==> src/hw/rtl/rar_pkg.sv <==
// Shared types and constants for the rational arithmetic reduce unit.
// Used by the top level, the reduction engine and the port checker; depends on nothing.
package rar_pkg;

  localparam int OPCODE_W  = 2;
  localparam int NUM_OUT_W = 33;
  localparam int DEN_OUT_W = 32;
  localparam int M_TDATA_W = ((NUM_OUT_W + DEN_OUT_W + 7) / 8) * 8;

  localparam logic STATUS_OK       = 1'b0;
  localparam logic STATUS_ZERO_DEN = 1'b1;

  typedef enum logic [OPCODE_W-1:0] {
    OP_ADD = 2'd0,
    OP_SUB = 2'd1,
    OP_MUL = 2'd2,
    OP_DIV = 2'd3
  } opcode_t;

  typedef enum logic [2:0] {
    ST_IDLE,
    ST_MUL_N1,
    ST_MUL_D,
    ST_MUL_N2,
    ST_SUM,
    ST_REDUCE,
    ST_OUT
  } top_state_t;

  typedef enum logic [1:0] {
    RED_IDLE,
    RED_GCD,
    RED_DIVN,
    RED_DIVD
  } red_state_t;

endpackage

==> src/hw/rtl/rar_reduce.sv <==
// Reduction engine: binary gcd of two magnitudes, then two exact divisions by it.
// One shared subtractor serves both phases. Depends on rar_pkg.
module rar_reduce #(
  parameter int NW = 32
) (
  input  logic          clk,
  input  logic          rst,
  input  logic          start,
  input  logic [NW-1:0] num_in,
  input  logic [NW-1:0] den_in,
  output logic          done,
  output logic [NW-1:0] num_out,
  output logic [NW-1:0] den_out
);

  localparam int KW = $clog2(NW);

  rar_pkg::red_state_t state, state_next;

  logic [NW-1:0] gx, gy, divisor, rem, quo, num_q, den_q;
  logic [KW-1:0] gk, cnt;

  logic          x_lt_y;
  logic [NW:0]   rem_sh, sub_a;
  logic [NW-1:0] sub_b, rem_new, quo_next;
  logic [NW+1:0] diff;
  logic          borrow, last;

  always_comb begin
    x_lt_y = gx < gy;
    rem_sh = {rem, quo[NW-1]};
    if (state == rar_pkg::RED_GCD) begin
      sub_a = {1'b0, (x_lt_y ? gy : gx)};
      sub_b = x_lt_y ? gx : gy;
    end else begin
      sub_a = rem_sh;
      sub_b = divisor;
    end
    diff     = {1'b0, sub_a} - {2'b00, sub_b};
    borrow   = diff[NW+1];
    rem_new  = borrow ? rem_sh[NW-1:0] : diff[NW-1:0];
    quo_next = {quo[NW-2:0], ~borrow};
    last     = (cnt == KW'(NW - 1));
  end

  always_comb begin
    state_next = state;
    unique case (state)
      rar_pkg::RED_IDLE: if (start) state_next = rar_pkg::RED_GCD;
      rar_pkg::RED_GCD:  if (gx == gy) state_next = rar_pkg::RED_DIVN;
      rar_pkg::RED_DIVN: if (last) state_next = rar_pkg::RED_DIVD;
      rar_pkg::RED_DIVD: if (last) state_next = rar_pkg::RED_IDLE;
      default:           state_next = rar_pkg::RED_IDLE;
    endcase
  end

  always_ff @(posedge clk) begin
    if (rst) begin
      state <= rar_pkg::RED_IDLE;
      done  <= 1'b0;
    end else begin
      state <= state_next;
      done  <= (state == rar_pkg::RED_DIVD) && last;
    end
  end

  always_ff @(posedge clk) begin
    unique case (state)
      rar_pkg::RED_IDLE: begin
        if (start) begin
          num_q <= num_in;
          den_q <= den_in;
          gx    <= num_in;
          gy    <= den_in;
          gk    <= '0;
        end
      end
      rar_pkg::RED_GCD: begin
        if (gx == gy) begin
          divisor <= gx << gk;
          rem     <= '0;
          quo     <= num_q;
          cnt     <= '0;
        end else if (!gx[0] && !gy[0]) begin
          gx <= gx >> 1;
          gy <= gy >> 1;
          gk <= gk + 1'b1;
        end else if (!gx[0]) begin
          gx <= gx >> 1;
        end else if (!gy[0]) begin
          gy <= gy >> 1;
        end else if (x_lt_y) begin
          gy <= diff[NW:1];
        end else begin
          gx <= diff[NW:1];
        end
      end
      rar_pkg::RED_DIVN: begin
        if (last) begin
          num_q <= quo_next;
          quo   <= den_q;
          rem   <= '0;
          cnt   <= '0;
        end else begin
          quo <= quo_next;
          rem <= rem_new;
          cnt <= cnt + 1'b1;
        end
      end
      rar_pkg::RED_DIVD: begin
        if (last) begin
          den_q <= quo_next;
        end else begin
          quo <= quo_next;
          rem <= rem_new;
          cnt <= cnt + 1'b1;
        end
      end
      default: ;
    endcase
  end

  assign num_out = num_q;
  assign den_out = den_q;

endmodule

==> src/hw/rtl/rational_arith_reduce_unit.sv <==
// Sequence: the products (the right numerator term only for add and subtract), then the
// zero checks; a zero denominator or numerator goes straight to the output register,
// otherwise the binary gcd loop and two bit-serial divisions over NW = 2*VALUE_WIDTH run first.
// Items are handled one at a time; the next item is taken only after the result has entered
// the output register, so the gcd loop and the two bit-serial divisions set the rate.
// Reset: synchronous, active high; clears the sequencer, the engine and the output valid.
module rational_arith_reduce_unit #(
  parameter int VALUE_WIDTH = 16
) (
  input  logic clk,
  input  logic rst,
  // s_tdata fields from bit 0 up: opcode, a_num, a_den, b_num, b_den, zero fill to bytes.
  input  logic [((rar_pkg::OPCODE_W + 4*VALUE_WIDTH + 7) / 8) * 8 - 1:0] s_tdata,
  input  logic s_tvalid,
  output logic s_tready,
  // m_tdata fields from bit 0 up: res_num (33 bits), res_den (32 bits), zero fill.
  output logic [rar_pkg::M_TDATA_W-1:0] m_tdata,
  // m_tuser fields: status (1 = zero result denominator).
  output logic m_tuser,
  output logic m_tvalid,
  input  logic m_tready
);

  localparam int W  = VALUE_WIDTH;
  localparam int NW = 2 * VALUE_WIDTH;
  // Wide enough to negate a magnitude and still cut out the 33-bit result field.
  localparam int XW = (NW > rar_pkg::NUM_OUT_W) ? NW : rar_pkg::NUM_OUT_W;
  localparam int PAD_W = rar_pkg::M_TDATA_W - rar_pkg::NUM_OUT_W - rar_pkg::DEN_OUT_W;

  rar_pkg::top_state_t state, state_next;
  rar_pkg::opcode_t    op, in_op;

  // Operands are held in sign and magnitude form; the magnitude of the most
  // negative value needs the full W bits.
  logic          an_neg, ad_neg, bn_neg, bd_neg;
  logic [W-1:0]  an_mag, ad_mag, bn_mag, bd_mag;
  logic [W-1:0]  in_an, in_ad, in_bn, in_bd;

  // Single shared multiplier, its product registered in one of three places.
  logic [W-1:0]  mul_a, mul_b;
  logic [NW-1:0] mul_p;
  logic [NW-1:0] p_n1, p_n2, p_d;
  logic          n1_neg, n2_neg, d_neg;

  logic [NW-1:0] sum_mag;
  logic          sum_neg;

  // Result held until the output register is free.
  logic [NW-1:0] num_mag, den_mag;
  logic          num_neg, den_neg, err;

  logic          red_start, red_done;
  logic [NW-1:0] red_num, red_den;

  logic          accept, out_load;
  logic [XW-1:0] num_ext, den_ext, num_s, den_s;

  assign accept   = s_tvalid && s_tready;
  assign s_tready = (state == rar_pkg::ST_IDLE);
  assign out_load = (state == rar_pkg::ST_OUT) && (!m_tvalid || m_tready);

  // Unpack the input item; each fraction part is turned into a magnitude when it is captured.
  always_comb begin
    in_op = rar_pkg::opcode_t'(s_tdata[rar_pkg::OPCODE_W-1:0]);
    in_an = s_tdata[rar_pkg::OPCODE_W         +: W];
    in_ad = s_tdata[rar_pkg::OPCODE_W + W     +: W];
    in_bn = s_tdata[rar_pkg::OPCODE_W + 2*W   +: W];
    in_bd = s_tdata[rar_pkg::OPCODE_W + 3*W   +: W];
  end

  // Operand selection for the multiplier. The first product is the left
  // numerator term, the second the denominator, the third the right
  // numerator term, which only add and subtract need.
  always_comb begin
    mul_a = bn_mag;
    mul_b = ad_mag;
    unique case (state)
      rar_pkg::ST_MUL_N1: begin
        mul_a = an_mag;
        mul_b = (op == rar_pkg::OP_MUL) ? bn_mag : bd_mag;
      end
      rar_pkg::ST_MUL_D: begin
        mul_a = ad_mag;
        mul_b = (op == rar_pkg::OP_DIV) ? bn_mag : bd_mag;
      end
      default: begin
        mul_a = bn_mag;
        mul_b = ad_mag;
      end
    endcase
    mul_p = NW'(mul_a) * NW'(mul_b);
  end

  // Sign and magnitude sum of the two numerator terms. For multiply and
  // divide the numerator is the first term alone.
  always_comb begin
    if (op == rar_pkg::OP_MUL || op == rar_pkg::OP_DIV) begin
      sum_mag = p_n1;
      sum_neg = n1_neg;
    end else if (n1_neg == n2_neg) begin
      sum_mag = p_n1 + p_n2;
      sum_neg = n1_neg;
    end else if (p_n1 >= p_n2) begin
      sum_mag = p_n1 - p_n2;
      sum_neg = n1_neg;
    end else begin
      sum_mag = p_n2 - p_n1;
      sum_neg = n2_neg;
    end
  end

  // Sequencer: next state and the start pulse for the reduction engine.
  always_comb begin
    state_next = state;
    red_start  = 1'b0;
    unique case (state)
      rar_pkg::ST_IDLE:   if (accept) state_next = rar_pkg::ST_MUL_N1;
      rar_pkg::ST_MUL_N1: state_next = rar_pkg::ST_MUL_D;
      rar_pkg::ST_MUL_D: begin
        if (op == rar_pkg::OP_ADD || op == rar_pkg::OP_SUB) begin
          state_next = rar_pkg::ST_MUL_N2;
        end else begin
          state_next = rar_pkg::ST_SUM;
        end
      end
      rar_pkg::ST_MUL_N2: state_next = rar_pkg::ST_SUM;
      rar_pkg::ST_SUM: begin
        // A zero denominator is checked before a zero numerator.
        if (p_d == '0 || sum_mag == '0) begin
          state_next = rar_pkg::ST_OUT;
        end else begin
          red_start  = 1'b1;
          state_next = rar_pkg::ST_REDUCE;
        end
      end
      rar_pkg::ST_REDUCE: if (red_done) state_next = rar_pkg::ST_OUT;
      rar_pkg::ST_OUT:    if (out_load) state_next = rar_pkg::ST_IDLE;
      default:            state_next = rar_pkg::ST_IDLE;
    endcase
  end

  always_ff @(posedge clk) begin
    if (rst) begin
      state <= rar_pkg::ST_IDLE;
    end else begin
      state <= state_next;
    end
  end

  // Operand capture, products and the result registers.
  always_ff @(posedge clk) begin
    unique case (state)
      rar_pkg::ST_IDLE: begin
        if (accept) begin
          op     <= in_op;
          an_neg <= in_an[W-1];
          ad_neg <= in_ad[W-1];
          bn_neg <= in_bn[W-1];
          bd_neg <= in_bd[W-1];
          an_mag <= in_an[W-1] ? W'(-in_an) : in_an;
          ad_mag <= in_ad[W-1] ? W'(-in_ad) : in_ad;
          bn_mag <= in_bn[W-1] ? W'(-in_bn) : in_bn;
          bd_mag <= in_bd[W-1] ? W'(-in_bd) : in_bd;
        end
      end
      rar_pkg::ST_MUL_N1: begin
        p_n1   <= mul_p;
        n1_neg <= an_neg ^ ((op == rar_pkg::OP_MUL) ? bn_neg : bd_neg);
      end
      rar_pkg::ST_MUL_D: begin
        p_d   <= mul_p;
        d_neg <= ad_neg ^ ((op == rar_pkg::OP_DIV) ? bn_neg : bd_neg);
      end
      rar_pkg::ST_MUL_N2: begin
        p_n2   <= mul_p;
        n2_neg <= bn_neg ^ ad_neg ^ (op == rar_pkg::OP_SUB);
      end
      rar_pkg::ST_SUM: begin
        if (p_d == '0) begin
          num_mag <= '0;
          den_mag <= '0;
          num_neg <= 1'b0;
          den_neg <= 1'b0;
          err     <= rar_pkg::STATUS_ZERO_DEN;
        end else if (sum_mag == '0) begin
          num_mag <= '0;
          den_mag <= NW'(1);
          num_neg <= 1'b0;
          den_neg <= 1'b0;
          err     <= rar_pkg::STATUS_OK;
        end else begin
          num_neg <= sum_neg;
          den_neg <= d_neg;
          err     <= rar_pkg::STATUS_OK;
        end
      end
      rar_pkg::ST_REDUCE: begin
        if (red_done) begin
          num_mag <= red_num;
          den_mag <= red_den;
        end
      end
      default: ;
    endcase
  end

  rar_reduce #(
    .NW(NW)
  ) u_reduce (
    .clk     (clk),
    .rst     (rst),
    .start   (red_start),
    .num_in  (sum_mag),
    .den_in  (p_d),
    .done    (red_done),
    .num_out (red_num),
    .den_out (red_den)
  );

  // Back to two's complement, wrapped to the result field widths.
  always_comb begin
    num_ext = XW'(num_mag);
    den_ext = XW'(den_mag);
    num_s   = num_neg ? -num_ext : num_ext;
    den_s   = den_neg ? -den_ext : den_ext;
  end

  // Output register: holds a finished item until the consumer takes it.
  always_ff @(posedge clk) begin
    if (rst) begin
      m_tvalid <= 1'b0;
    end else if (out_load) begin
      m_tvalid <= 1'b1;
    end else if (m_tready) begin
      m_tvalid <= 1'b0;
    end
  end

  always_ff @(posedge clk) begin
    if (out_load) begin
      m_tdata <= {{PAD_W{1'b0}}, den_s[rar_pkg::DEN_OUT_W-1:0],
                  num_s[rar_pkg::NUM_OUT_W-1:0]};
      m_tuser <= err;
    end
  end

endmodule

==> config.mk <==
export PLATFORM = sky130hd
export DESIGN_NAME = rational_arith_reduce_unit
export DESIGN_NICKNAME = d
export VERILOG_FILES = /design/src/hw/rtl/rar_pkg.sv /design/src/hw/rtl/rar_reduce.sv /design/src/hw/rtl/rational_arith_reduce_unit.sv
export SDC_FILE = /design/constraint.sdc
export NUM_CORES = 2
export LEC_CHECK = 0
export BUFFER_PORTS_ARGS = -buffer_cell sky130_fd_sc_hd__buf_4
export CORE_MARGIN = 4
export CORE_UTILIZATION = 39
export CTS_BUF_LIST = sky130_fd_sc_hd__clkbuf_4 sky130_fd_sc_hd__clkbuf_8
export CTS_CLUSTER_DIAMETER = 100
export CTS_CLUSTER_SIZE = 24
export DETAILED_ROUTE_END_ITERATION = 12
export PLACE_DENSITY = 0.65
export SLEW_MARGIN = 40
export SYNTH_ARGS = -nofsm -noshare
export SYNTH_HDL_FRONTEND = slang
export SYNTH_HIERARCHICAL = 1
export SYNTH_SLANG_ARGS = --single-unit
==> constraint.sdc <==
create_clock -name clk -period 8.6 [get_ports clk]
set_clock_uncertainty 0.15 [all_clocks]
set_input_delay 0.86 -clock clk [delete_from_list [all_inputs] [get_ports clk]]
set_output_delay 0.86 -clock clk [all_outputs]
set_load 0.02 [all_outputs]
==> impl_metrics.json <==
{
  "grt_pass1_vias": 33206,
  "dp_hpwl_microns": 102900,
  "dr.pass1.iters": 6,
  "cts_sinks": 543,
  "area_growth_pct": 8.399,
  "hold_violations": 0,
  "antenna_found_initial": 4,
  "cap_violations": 0,
  "ys_types": 104,
  "min_path_type": "input port to flop",
  "ios": 151,
  "routedWlPerCell_microns": 21.99,
  "synthArstFlopShare_pct": 0,
  "cp.required_ns": 8.89,
  "root_buffer": "clkbuf_8",
  "nNetsFinal": 5083,
  "grt_pass1_wl_microns": 202500,
  "wl_microns": 133000,
  "placementRows": 122,
  "gr-total-overflow": 0,
  "clk-insertion-delay-late_ns": 0.74,
  "slowest_delay_ns": 0.52,
  "gp_congestion": 0.9665,
  "synth_flop_cell": "edfxtp_1",
  "cts_tree": "yes",
  "cts_hold_buf": 0,
  "die_w_microns": 343.1,
  "cpMostUsedCell": "buf_4",
  "fin_crit_ns": 8.099,
  "cp_max_fo": 16,
  "outcome": "complete, no violations",
  "drc": 0,
  "dieHeight_microns": 343.1,
  "cts_buffers": 34,
  "timing.hold.ws_ns": 0.1741,
  "drive_above_1_share_pct": 11.92,
  "cp-start-kind": "flop",
  "ys.warnings.count": 6,
  "synth.cell_area_sq_um": 43780,
  "worst_pin_slew_ns": 0.9377,
  "fp.coreArea_sq_um": 111100,
  "cts_max_path_buffers": 3,
  "grt_setup_unrepaired": "no",
  "seq_area_frac_synth_pct": 37.08,
  "start_util_pct": 39.40,
  "vias": 34074,
  "maxSlewViolCount": 0,
  "cp_data_arrival_time_ns": 8.39,
  "grt_max_degree": 99,
  "synth-seq-cells": 543,
  "cp-end-kind": "flop",
  "synth_edf_count": 536,
  "portBuffers": 137,
  "fp.dieArea_sq_um": 117700,
  "max_freq_ghz": 0.1235,
  "fin_crit_sh_pct": 94.17,
  "synth_top_cell_by_area": "edfxtp_1",
  "synth_area_per_cell_sq_um": 9.765,
  "slew_headroom_pct": 36.69,
  "synth_top_area_share_pct": 36.76,
  "setup_tns_ns": 0,
  "synth.most_common_cell": "edfxtp_1",
  "synth.area.top_cells": "edfxtp_1, fa_1, ha_1",
  "critPathKind": "flop to flop",
  "routed_via_density": 5.636,
  "cts.reportedPaths.clkPinSlew_ns": 0.13,
  "drtAntennaViolNets": 0,
  "track_usage_pct": 22.24,
  "cts_max_level": 2,
  "drt_iter0_drc": 2974,
  "synth_cells": 4484,
  "cp_slowest_cell": "fa_1",
  "setup_viol": 0,
  "synth_common_cells": "edfxtp_1, nand2_1, nor2_1, inv_1, a21oi_1"
}
==> metal layers <==
layer	track usage [%]	wire, microns
met5	0	0
met3	2.841	8468
met2	36.59	62280
met4	9.365	5789
met1	29.64	56420
==> state kept, by name (all words and copies together), names as in the netlist, 5 cells and up <==
| signal | cells |
|---|---|
| ad_mag | 16 |
| u_reduce/rem | 32 |
| an_mag | 16 |
| u_reduce/den_out | 32 |
| u_reduce/num_out | 32 |
| num_mag | 32 |
| bd_mag | 16 |
| p_d | 32 |
| bn_mag | 16 |
| u_reduce/quo | 32 |
| m_tdata | 65 |
| p_n1 | 32 |
| den_mag | 32 |
| u_reduce/cnt | 5 |
| u_reduce/gy | 32 |
| p_n2 | 32 |
| u_reduce/gx | 32 |
| u_reduce/divisor | 32 |
| u_reduce/gk | 5 |
==> metrics by stage <==
| stage | utilization [%] | instances | instance area (sq um) | setup WS, ns |
|---|---|---|---|---|
| after floorplan | - | 4490 | 43810 | 0.05724 |
| after global placement | 41.91 | 5978 | 46570 | 0.2104 |
| after detailed placement | 41.97 | 5982 | 46640 | 0.1273 |
| after CTS | 42.64 | 6041 | 47380 | 0.09794 |
| after global routing | 42.71 | 6044 | 47460 | 0.01257 |
| final | 42.71 | 6046 | 47460 | 0.5014 |
==> layout make-up <==
cell class	instances	area, sq um
well taps	1488	1862
repair buffers	247	1959
multi-input cells	3308	25150
clock buffers	43	541.8
clock inverters	16	200.2
fillers	10898	63660
diodes	3	7.507
inverters	398	1499
flip-flops and latches	543	16240
==> kinds of logic after synthesis <==
group	Yosys count	share of synthesized area, %
simple gates	1402	14.77
other cells	1	0.008565
flops	543	37.08
fa+ha+maj	475	16.97
mux	232	5.835
buf+inv	639	5.892
compound gates	971	15.03
xor+xnor	221	4.421
==> layout by cell type (no fill, tap or decap), types with 23 or more instances in the layout <==
master | Yosys | layout
o21ai_0 | 167 | 163
o21a_1 | 23 | 23
o31ai_1 | 46 | 46
xnor2_1 | 188 | 186
clkbuf_8 | 0 | 35
a221oi_1 | 36 | 36
and3_1 | 75 | 74
nand2b_1 | 34 | 34
mux2_2 | 106 | 106
a21oi_1 | 281 | 276
or3_1 | 51 | 51
ha_1 | 277 | 274
nor2_1 | 424 | 420
nor3_1 | 71 | 70
mux2i_1 | 118 | 118
nand4_1 | 31 | 31
nor4_1 | 26 | 26
nand2_1 | 496 | 496
a21o_1 | 55 | 55
a221o_1 | 45 | 45
a211oi_1 | 26 | 26
and2_1 | 35 | 34
xor2_1 | 33 | 32
inv_1 | 391 | 391
fa_1 | 198 | 198
nor2b_1 | 28 | 27
a22oi_1 | 57 | 57
a21oi_2 | 28 | 29
buf_4 | 17 | 235
edfxtp_1 | 536 | 536
nand3_1 | 44 | 44
==> timing repair <==
action | in CTS | in global routing
gates resized for setup | 0 | 7
buffers inserted | 0 | 1
endpoints found under the setup margin | 0 | 15
==> worst max-delay path, delay by kind of cell, from the launching register on <==
family / cells / cell delay [ns]
fa+ha+maj: 7 / 3.27
xor+xnor: 1 / 0.11
flops: 1 / 0.36
mux: 1 / 0.13
compound gates: 9 / 1.72
simple gates: 6 / 0.65
buf+inv: 11 / 1.43
==> worst paths after layout <==
kind	startpoint	end	slack (ns)	cells after the start
max reg2reg	state[0]	p_d[28]	0.50	35
min	s_tdata[0]	op[0]	0.17	1
max	state[0]	p_d[28]	0.50	35
min reg2reg	err	m_tuser	0.30	0
Power is left out: the tool's default activity adds up to more than one toggle a clock period on the data nets, which glitch-free logic cannot reach.
